**config.mk**
```make
export PLATFORM = sky130hd
export DESIGN_NAME = tpsm_mulmod
export DESIGN_NICKNAME = d
export VERILOG_FILES = /design/src/tpsm_pkg.sv /design/src/tpsm_mulmod.sv
export SDC_FILE = /design/constraint.sdc
export NUM_CORES = 1
export LEC_CHECK = 0
export BUFFER_PORTS_ARGS = -buffer_cell sky130_fd_sc_hd__buf_2
export CORE_MARGIN = 2
export CORE_UTILIZATION = 40
export DETAILED_ROUTE_END_ITERATION = 8
export HOLD_SLACK_MARGIN = 0.03
export SLEW_MARGIN = 10
export SYNTH_ARGS = -nofsm -noshare
export SYNTH_HDL_FRONTEND = slang
export SYNTH_SLANG_ARGS = --single-unit
```
**constraint.sdc**
```tcl
create_clock -name i_clk -period 11.05 [get_ports i_clk]
set_input_delay 0.5525 -clock i_clk [delete_from_list [all_inputs] [get_ports i_clk]]
set_output_delay 0.5525 -clock i_clk [all_outputs]
set_load 0.03 [all_outputs]
```
**src/tpsm_pkg.sv**
```systemverilog
// Package for the tribonacci prefix-sum block: widths, reset modulus,
// register map and companion matrix. No dependencies.
package tpsm_pkg;
    localparam int unsigned VAL_W  = 51;
    localparam int unsigned OUT_W  = 50;
    localparam int unsigned CFG_W  = 64;
    localparam int unsigned ADDR_W = 1;
    localparam logic [VAL_W-1:0] MOD_RESET = 51'd1000000000000007;
    localparam logic [VAL_W-1:0] MOD_MAX   = 51'd1125899906842624;
    localparam logic [ADDR_W-1:0] REG_MODULUS = 1'b0;

    typedef logic [VAL_W-1:0] t_val;
    typedef t_val t_mat [16];

    // companion matrix entry, row-major element index
    function automatic t_val comp_entry(input logic [3:0] idx);
        t_val v;
        v = '0;
        case (idx)
            4'd0, 4'd1, 4'd5, 4'd6, 4'd7, 4'd9, 4'd14: v = t_val'(1);
            default: v = '0;
        endcase
        return v;
    endfunction
endpackage

```
**src/tpsm_mulmod.sv**
```systemverilog
// Bit-serial modular multiplier: one double-and-add step per cycle.
// Depends on tpsm_pkg.
module tpsm_mulmod (
    input  logic            i_clk,
    input  logic            i_rst_n,
    input  logic            i_start,
    input  tpsm_pkg::t_val  i_x,
    input  tpsm_pkg::t_val  i_y,
    input  tpsm_pkg::t_val  i_mod,
    output logic            o_done,
    output tpsm_pkg::t_val  o_prod
);
    import tpsm_pkg::*;

    logic [5:0] r_cnt, n_cnt;
    logic       r_busy, n_busy;
    logic       r_done;
    t_val       r_acc, n_acc, r_y, n_y;
    logic [VAL_W:0] w_dbl, w_add;
    t_val       w_d;

    assign w_dbl = {1'b0, r_acc} + {1'b0, r_acc};
    assign w_d   = (w_dbl >= {1'b0, i_mod}) ? t_val'(w_dbl - {1'b0, i_mod}) : w_dbl[VAL_W-1:0];
    assign w_add = {1'b0, w_d} + {1'b0, i_x};

    always_comb begin
        n_cnt  = r_cnt;
        n_busy = r_busy;
        n_acc  = r_acc;
        n_y    = r_y;
        if (i_start) begin
            n_busy = 1'b1;
            n_cnt  = 6'(VAL_W - 1);
            n_acc  = '0;
            n_y    = i_y;
        end else if (r_busy) begin
            // shift the multiplier msb-first, one digit per cycle
            if (r_y[VAL_W-1])
                n_acc = (w_add >= {1'b0, i_mod}) ? t_val'(w_add - {1'b0, i_mod})
                                                 : w_add[VAL_W-1:0];
            else
                n_acc = w_d;
            n_y   = {r_y[VAL_W-2:0], 1'b0};
            n_cnt = r_cnt - 6'd1;
            if (r_cnt == '0) n_busy = 1'b0;
        end
    end

    always_ff @(posedge i_clk) begin
        if (!i_rst_n) begin
            r_busy <= 1'b0;
            r_cnt  <= '0;
            r_done <= 1'b0;
        end else begin
            r_busy <= n_busy;
            r_cnt  <= n_cnt;
            // flag the cycle after the last step, once the product is registered
            r_done <= r_busy && !n_busy;
        end
        r_acc <= n_acc;
        r_y   <= n_y;
    end

    assign o_done = r_done;
    assign o_prod = r_acc;
endmodule

```
# Word-level counts from Yosys, hierarchy flattened
# Index checks and enable logic that the tools add are counted.
# totals
inputBits,156
word_cells,29
output_inout_bits,52
regBits,110
# op_classes
bitwise,1
n_reduce_logical,5
muxes,10
n_lt_le_gt_ge,2
addsub,5
# ops
operator,n
2-to-1 mux 51 bit,5
adder 51 x 51 -> 52 bit,2
>= comparator 52 x 51 -> 1 bit,2
subtractor 51 bit,2
2-to-1 mux 6 bit,2
logical NOT 6 bit,1
subtractor 6 x 1 -> 6 bit (second input constant),1
2-to-1 mux 1 bit,3
nonzero test 2 bit,1
OR reduction 2 bit,1
logical AND 1 bit,1
logical NOT 1 bit,1
inverter 1 bit,1

# Depth between registers and ports, before layout
# Gate-level depths: netlist of run 1.
# depth
word_depth,7
mapped_depth,41
ltp_nobuf,35

# Worst setup path after synthesis of run 1
# OpenSTA, ideal clock, no wires.
# synth_path
path_kind,input to register
startpoint,input i_mod[1]
endpoint,register r_acc[44] (netlist: o_prod[44])
setup_slack_ps,3310
path_stages,33
required_ps,10928
t_arrival_ps,7618
path_buffers,1
cell_sequence,inv_1 fa_1 a211oi_1 o21bai_1 a21oi_1 o21a_1 nand2b_1 and4bb_1 nor2_1 buf_2 mux2i_1 inv_1 ha_1 a211oi_2 o21ai_1 a211oi_2 nor3_2 or3_2 a31oi_1 o31ai_1 xor2_1 ha_1 a21oi_1 o21bai_1 a21oi_1 a211oi_1 a221oi_1 o21ai_1 a41oi_1 o21ai_0 xnor2_1 a22o_1 a221o_1
# synth_via
elab_chain_len,6
word_cells_on_any_way,8
# synth_rtl
element,line,rtl
start: declaration,tpsm_mulmod.sv:9,"input tpsm_pkg::t_val i_mod,"
subtractor 51 bit or >= comparator 52 x 51 -> 1 bit (tied branches),tpsm_mulmod.sv:23,"assign w_d = (w_dbl >= {1'b0, i_mod}) ? t_val'(w_dbl - {1'b0, i_mod}) : w_dbl[VAL_W-1:0];"
2-to-1 mux 51 bit,tpsm_mulmod.sv:23,
adder 51 x 51 -> 52 bit,tpsm_mulmod.sv:24,"assign w_add = {1'b0, w_d} + {1'b0, i_x};"
subtractor 51 bit or >= comparator 52 x 51 -> 1 bit (tied branches),tpsm_mulmod.sv:39,"n_acc = (w_add >= {1'b0, i_mod}) ? t_val'(w_add - {1'b0, i_mod})"
2-to-1 mux 51 bit,tpsm_mulmod.sv:39,
2-to-1 mux 51 bit *,tpsm_mulmod.sv:38,if (r_y[VAL_W-1])
end signal: assignment,tpsm_mulmod.sv:60,r_acc <= n_acc;
end: declaration,tpsm_mulmod.sv:18,"t_val r_acc, n_acc, r_y, n_y;"
# Mark *: on every way between the ends. The rest lies on a longest branch, timed or not.
# A chain may end at the register's enable or synchronous reset.

# Worst setup path in the final report of run 1
# layout_path
startpoint,register r_acc[45] (netlist: o_prod[45])
endpoint,register r_acc[34] (netlist: o_prod[34])
# layout_via
elab_chain_len,7
word_cells_on_any_way,9
# layout_rtl
element,line,rtl
adder 51 x 51 -> 52 bit *,tpsm_mulmod.sv:22,"assign w_dbl = {1'b0, r_acc} + {1'b0, r_acc};"
>= comparator 52 x 51 -> 1 bit or subtractor 51 bit (tied branches),tpsm_mulmod.sv:23,
2-to-1 mux 51 bit *,tpsm_mulmod.sv:23,
adder 51 x 51 -> 52 bit,tpsm_mulmod.sv:24,
subtractor 51 bit or >= comparator 52 x 51 -> 1 bit (tied branches),tpsm_mulmod.sv:39,
2-to-1 mux 51 bit,tpsm_mulmod.sv:39,
2-to-1 mux 51 bit *,tpsm_mulmod.sv:38,
# Marks and branches as above.

==> flow_metrics.tcl, run 1 <==
set metrics [dict create \
    status "finished clean" \
    synth_area_um2 14600 \
    crit_cells 31 \
    rr_worst_depth 31 \
    cts_max_path_buffers 2 \
    gp_congestion 0.930 \
    place_hpwl_um 42800 \
    synthTopCellsByArea "ha_1 (13%), edfxtp_1 (11%), dfxtp_1 (8.1%), a21oi_1 (6.7%), xnor2_1 (5.5%)" \
    cpMaxStageDelayCell "nor2_4" \
    synth_edf_count 51 \
    grt_max_degree 53 \
    via_per_inst 6.06 \
    num_rows 69 \
    synthCells 1865 \
    io_buffers 207 \
    synth_warnings 0 \
    drive_above_1_share 0.172 \
    ant_nets 0 \
    crit_start "o_prod[45]" \
    cp-end-kind "flip-flop" \
    critPathArrivalTime_ns 10.65 \
    wl_per_cell_um 21.5 \
    clk_latency_ns 0.39 \
    cts_root_buffer "clkbuf_16" \
    post_cts_buffers 0 \
    yosys.cell_types.count 93 \
    fin_crit_sh 0.934 \
    r2r-start "o_prod[45]" \
    design.die.area_um2 38000 \
    synth.ff_latch_count 110 \
    clkTransAtPathRegs_ns 0.10 \
    antenna_found_initial 1 \
    synth_top_family_by_area "compound AO/OA/AOI/OAI gates" \
    layout_min_cycle_time_ns 10.32 \
    ctsHtreeMaxLevel 3 \
    crit_required_ns 11.38 \
    dr.pass1.iters 6 \
    area_growth_pct 11.0 \
    grtUsageTotal 0.272 \
    yosys.area_share.simple 0.167 \
    die_h_um 195 \
    fillers 3742 \
    setup_viol 0 \
    cts_resized 0 \
    drc_errors 0 \
    synth-adder-area-share 0.137 \
    clock_skew_ns 0.0170 \
    finalHoldViolations 0 \
    cp-endpoint "o_prod[34]" \
    hp-class "input port to flip-flop" \
    via_count 15000 \
    synth_nets 2179 \
    syn_avg_cell_area_um2 7.81 \
    yosysMostFrequentCell "a21oi_1" \
    design_area_um2 16200 \
    setup_tns_ns 0 \
    cap_violations 0 \
    clock_sinks 110 \
    grt_overflow 0 \
    netlist.area_leader.share 0.133 \
    fmax_mhz 96.9 \
    cp-start-kind "flip-flop" \
    grt_pass1_wl_um 81400 \
    start_util 0.408 \
    cpPeakStageDelay_ns 0.82 \
    dpl_cell_area_um2 15900 \
    r2r_slack_ns 0.73 \
    synth_area_leader_cell "ha_1" \
    fp.dieW_um 195 \
    postCtsHoldBufs 0 \
    path_buf_inv 1 \
    critPathTopFamily "simple AND/OR/NAND/NOR gates" \
    io_pins 208 \
    seq_area_frac_synth 0.186 \
    grt_pass1_vias 14200 \
    drv_slew 0 \
    drt_iter0_markers 1331 \
    drt_wl_total_um 53100 \
    path_max_fanout 36 \
    worstSetupPathType "flip-flop to flip-flop" \
    slew_headroom 0.253 \
    ys.flop_type "dfxtp_1" \
    timing.rr.end "o_prod[34]" \
    synth_compound_area_frac 0.298 \
    rsz0062_at_grt "false" \
    yosys-top-cells-count "a21oi_1 (195), nand2_1 (166), ha_1 (155)" \
    async_flop_share 0 \
    worst_pin_slew_ns 1.12 \
    cts_buffers 9 \
    coreArea_um2 35700 \
    synthXorXnorAreaFrac 0.0860 \
    muxShareOfSynthArea 0.0703 \
    layout.nets 2314 \
    cts_tree "done" \
]
-- per-stage QoR --
| step | hold slack [ns] | worst slack, ns | instances | util |
|---|---|---|---|---|
| final | 0.463 | 0.733 | 2467 | 0.453 |
| after global routing | 0.455 | 0.253 | 2467 | 0.453 |
| after CTS | 0.449 | 0.889 | 2466 | 0.453 |
| after detailed placement | 0.486 | 0.619 | 2450 | 0.444 |
| after global placement | 0.486 | 0.509 | 2450 | 0.444 |
| after floorplan | 0.498 | 3.31 | 1865 | - |
-- cells in the final DEF, fill, tap and decap left out, types with 9 or more instances in the layout --
| master | instances |
|---|---|
| a221o_1 | 11 |
| buf_4 | 16 |
| dfxtp_1 | 59 |
| nor3_1 | 25 |
| inv_1 | 96 |
| o211ai_1 | 18 |
| and3_1 | 16 |
| xor2_1 | 51 |
| edfxtp_1 | 51 |
| nand3_1 | 45 |
| buf_2 | 207 |
| nand4_1 | 42 |
| a31oi_1 | 30 |
| a22o_1 | 19 |
| nor2b_1 | 16 |
| ha_1 | 155 |
| nor2_1 | 129 |
| o21ai_0 | 96 |
| xnor2_1 | 92 |
| nand2_1 | 166 |
| a21oi_1 | 195 |
| o21ai_1 | 23 |
| o21a_1 | 20 |
| mux2_2 | 70 |
| clkbuf_16 | 9 |
| and2_1 | 12 |
| nand2b_1 | 13 |
| a211oi_1 | 22 |
| o21bai_1 | 33 |
| a22oi_1 | 13 |
| mux2i_1 | 19 |
| a21o_1 | 81 |
-- metal layers --
layer / vias up / wire, um / track usage
met5: - / 0 / 0
met4: 0 / 1040 / 0.0628
met3: 64 / 3450 / 0.0347
met2: 583 / 24100 / 0.446
met1: 7097 / 24600 / 0.381
li1: 7218 / - / -
-- worst min path at each step --
| stage | from | endpoint | slack (ns) | cells after the start |
|---|---|---|---|---|
| after floorplan | r_cnt[0] | r_cnt[0] | 0.50 | 2 |
| after global placement | o_prod[19] | o_prod[19] | 0.49 | 2 |
| after detailed placement | o_prod[13] | o_prod[13] | 0.49 | 2 |
| after CTS | i_rst_n | r_cnt[1] | 0.45 | 2 |
| after global routing | i_rst_n | r_cnt[1] | 0.45 | 2 |
| final | i_rst_n | r_cnt[1] | 0.46 | 2 |
-- sequential cells by signal, indices dropped and copies added, names as in the netlist --
name,flops
o_prod,51
r_busy,1
r_y,51
r_cnt,6
o_done,1
-- cell type report --
type,instances,area [um2],area share
Timing Repair Buffer,223,1160,0.0715
Clock inverter,6,61.3,0.00379
Tap cell,461,577,0.0357
Antenna cell,1,2.50,0.000155
Inverter,97,364,0.0225
Clock buffer,10,239,0.0148
Multi-Input combinational cell,1559,11100,0.684
Sequential cell,110,2710,0.168
-- cells by family (layout without fill, tap and decap cells) --
| family | Yosys count | in the layout |
|---|---|---|
| fa+ha+maj | 158 | 158 |
| buf+inv | 196 | 336 |
| compound gates | 653 | 653 |
| xor+xnor | 143 | 143 |
| other cells | 0 | 1 |
| mux | 93 | 93 |
| flops | 110 | 110 |
| simple gates | 512 | 512 |
Power of run 1 is left out: the tool's default activity adds up to more than one toggle a clock period on the data nets, which glitch-free logic cannot reach.
==> run 2: changes to the inputs <==
--- a/config.mk
+++ b/config.mk
@@ -10,7 +10,7 @@
 export CORE_UTILIZATION = 40
 export DETAILED_ROUTE_END_ITERATION = 8
 export HOLD_SLACK_MARGIN = 0.03
-export SLEW_MARGIN = 10
+export SLEW_MARGIN = 20
 export SYNTH_ARGS = -nofsm -noshare
 export SYNTH_HDL_FRONTEND = slang
 export SYNTH_SLANG_ARGS = --single-unit
==> constraint.sdc (replaced) <==
create_clock -name i_clk -period 9.5 [get_ports i_clk]
set_input_delay 0.475 -clock i_clk [delete_from_list [all_inputs] [get_ports i_clk]]
set_output_delay 0.475 -clock i_clk [all_outputs]
set_load 0.03 [all_outputs]
==> run 2 against run 1 <==
  * Global-route usage about the same
  * Fmax is 14% higher
  * Non-clock buffer count is 42 higher
  * Core utilization is 1.0 points higher
  * Critical path depth is 2 higher
  * Cell count is 1.7% higher
  * Clock-buffer cell count unchanged
  * Largest cell class unchanged
==> flow_metrics.tcl, run 2 (synthesized netlist as in run 1, its figures left out) <==
set metrics [dict create \
    status "finished clean" \
    ant_nets 0 \
    drt_wl_total_um 53500 \
    cts_max_path_buffers 2 \
    ctsHtreeMaxLevel 3 \
    start_util 0.408 \
    p_total_mw 7.55 \
    layout_min_cycle_time_ns 9.07 \
    design.die.area_um2 38000 \
    area_growth_pct 13.6 \
    dpl_cell_area_um2 16200 \
    ir_worst_vdd_mv 0.195 \
    drt_iter0_markers 1440 \
    place_hpwl_um 43100 \
    path_max_fanout 56 \
    worstSetupPathType "flip-flop to flip-flop" \
    leakagePower_nw 7.72 \
    critPathArrivalTime_ns 9.32 \
    fin_crit_sh 0.955 \
    rsz0062_at_grt "false" \
    worst_pin_slew_ns 0.898 \
    cp-start-kind "flip-flop" \
    setup_ws_ns 0.431 \
    setup_tns_ns 0 \
    dr.pass1.iters 6 \
    layout.nets 2356 \
    design_area_um2 16500 \
    finalHoldViolations 0 \
    die_h_um 195 \
    drive_above_1_share 0.191 \
    timing.rr.end "o_prod[16]" \
    clock_skew_ns 0.0136 \
    r2r_slack_ns 0.43 \
    post-place-ws_ns 0.314 \
    grt_pass1_wl_um 81700 \
    hp-class "input port to flip-flop" \
    rr_worst_depth 33 \
    grt_overflow 0 \
    cp-end-kind "flip-flop" \
    io_buffers 207 \
    via_per_inst 5.98 \
    fmax_mhz 110 \
    post_cts_buffers 0 \
    setup_viol 0 \
    clk_latency_ns 0.38 \
    clock_sinks 110 \
    num_rows 69 \
    cts_buffers 9 \
    utilization 0.463 \
    grt_pass1_vias 14300 \
    r2r-start "o_prod[14]" \
    cts_tree "done" \
    drc_errors 0 \
    io_pins 208 \
    coreArea_um2 35700 \
    antenna_found_initial 1 \
    cpPeakStageDelay_ns 0.77 \
    crit_required_ns 9.75 \
    fp.dieW_um 195 \
    wl_per_cell_um 21.3 \
    cap_violations 0 \
    cp-endpoint "o_prod[16]" \
    via_count 15000 \
    cts_resized 0 \
    final_common_cell "buf_2" \
    grt_max_degree 57 \
    diodes 0 \
    clkTransAtPathRegs_ns 0.09 \
    final_cell_mix "buf_2 (207), a21oi_1 (194), nand2_1 (166)" \
    slew_headroom 0.401 \
    gp_congestion 0.974 \
    cts_root_buffer "clkbuf_16" \
    power_density_nw_per_um2 456 \
    postCtsHoldBufs 0 \
    drv_slew 0 \
    cpMaxStageDelayCell "a221oi_1" \
    crit_start "o_prod[14]" \
    grtUsageTotal 0.272 \
]
run 2: cell count changes in the layout (fill, tap and decap cells not counted), sizes merged:
cell,previous run,this run
diode,1,0
inv,100,99
bufinv,0,1
buf,223,265
run 2: worst min-delay path by stage:
stage | startpoint | end | cells after the start
2_1_floorplan | r_cnt[0] | r_cnt[0] | 2
3_3_place_gp | r_busy | o_done | 1
3_5_place_dp | r_busy | o_done | 1
4_1_cts | i_y[0] | r_y[0] | 2
5_1_grt | i_rst_n | r_cnt[4] | 2
6_report | i_y[0] | r_y[0] | 2
run 2: report_power, final:
group | switching (mW) | leakage, nW | internal, mW
sequential | 0.106 | 0.994 | 0.600
clock | 0.222 | 0.146 | 0.210
combinational | 3.88 | 6.58 | 2.54
total | 4.20 | 7.72 | 3.35
run 2: area by class of cell:
cell class	count	area [um2]
clock inverters	6	75.1
clock buffers	10	229
multi-input cells	1559	11100
flip-flops and latches	110	2710
fillers	3612	19200
inverters	97	365
well taps	461	577
repair buffers	265	1500
run 2: through the flow:
stage          cells  hold slack [ns]
4_1_cts         2508            0.371
2_1_floorplan   1865            0.498
3_5_place_dp    2492            0.477
5_1_grt         2508            0.378
3_3_place_gp    2492            0.476
6_report        2508            0.381
run 2: metal layers:
layer,part of all wire,GRT usage,vias up
met5,0.00021,0,-
met4,0.021,0.0698,2
met3,0.063,0.0302,67
met2,0.45,0.440,581
met1,0.47,0.386,7081
li1,-,-,7276
run 2: critical path, delay by kind of cell, from the launching register on:
kind                       cells  cell delay, ns
adders and majority gates      3            1.09
DFF                            1            0.42
and+or+nand+nor               11            2.29
AOI/OAI and AO/OA             14            3.79
muxes                          1            0.40
xor gates and xnor gates       1            0.21
buffers and inverters          3            0.71
No activity file was read; power rests on OpenSTA's default activity.
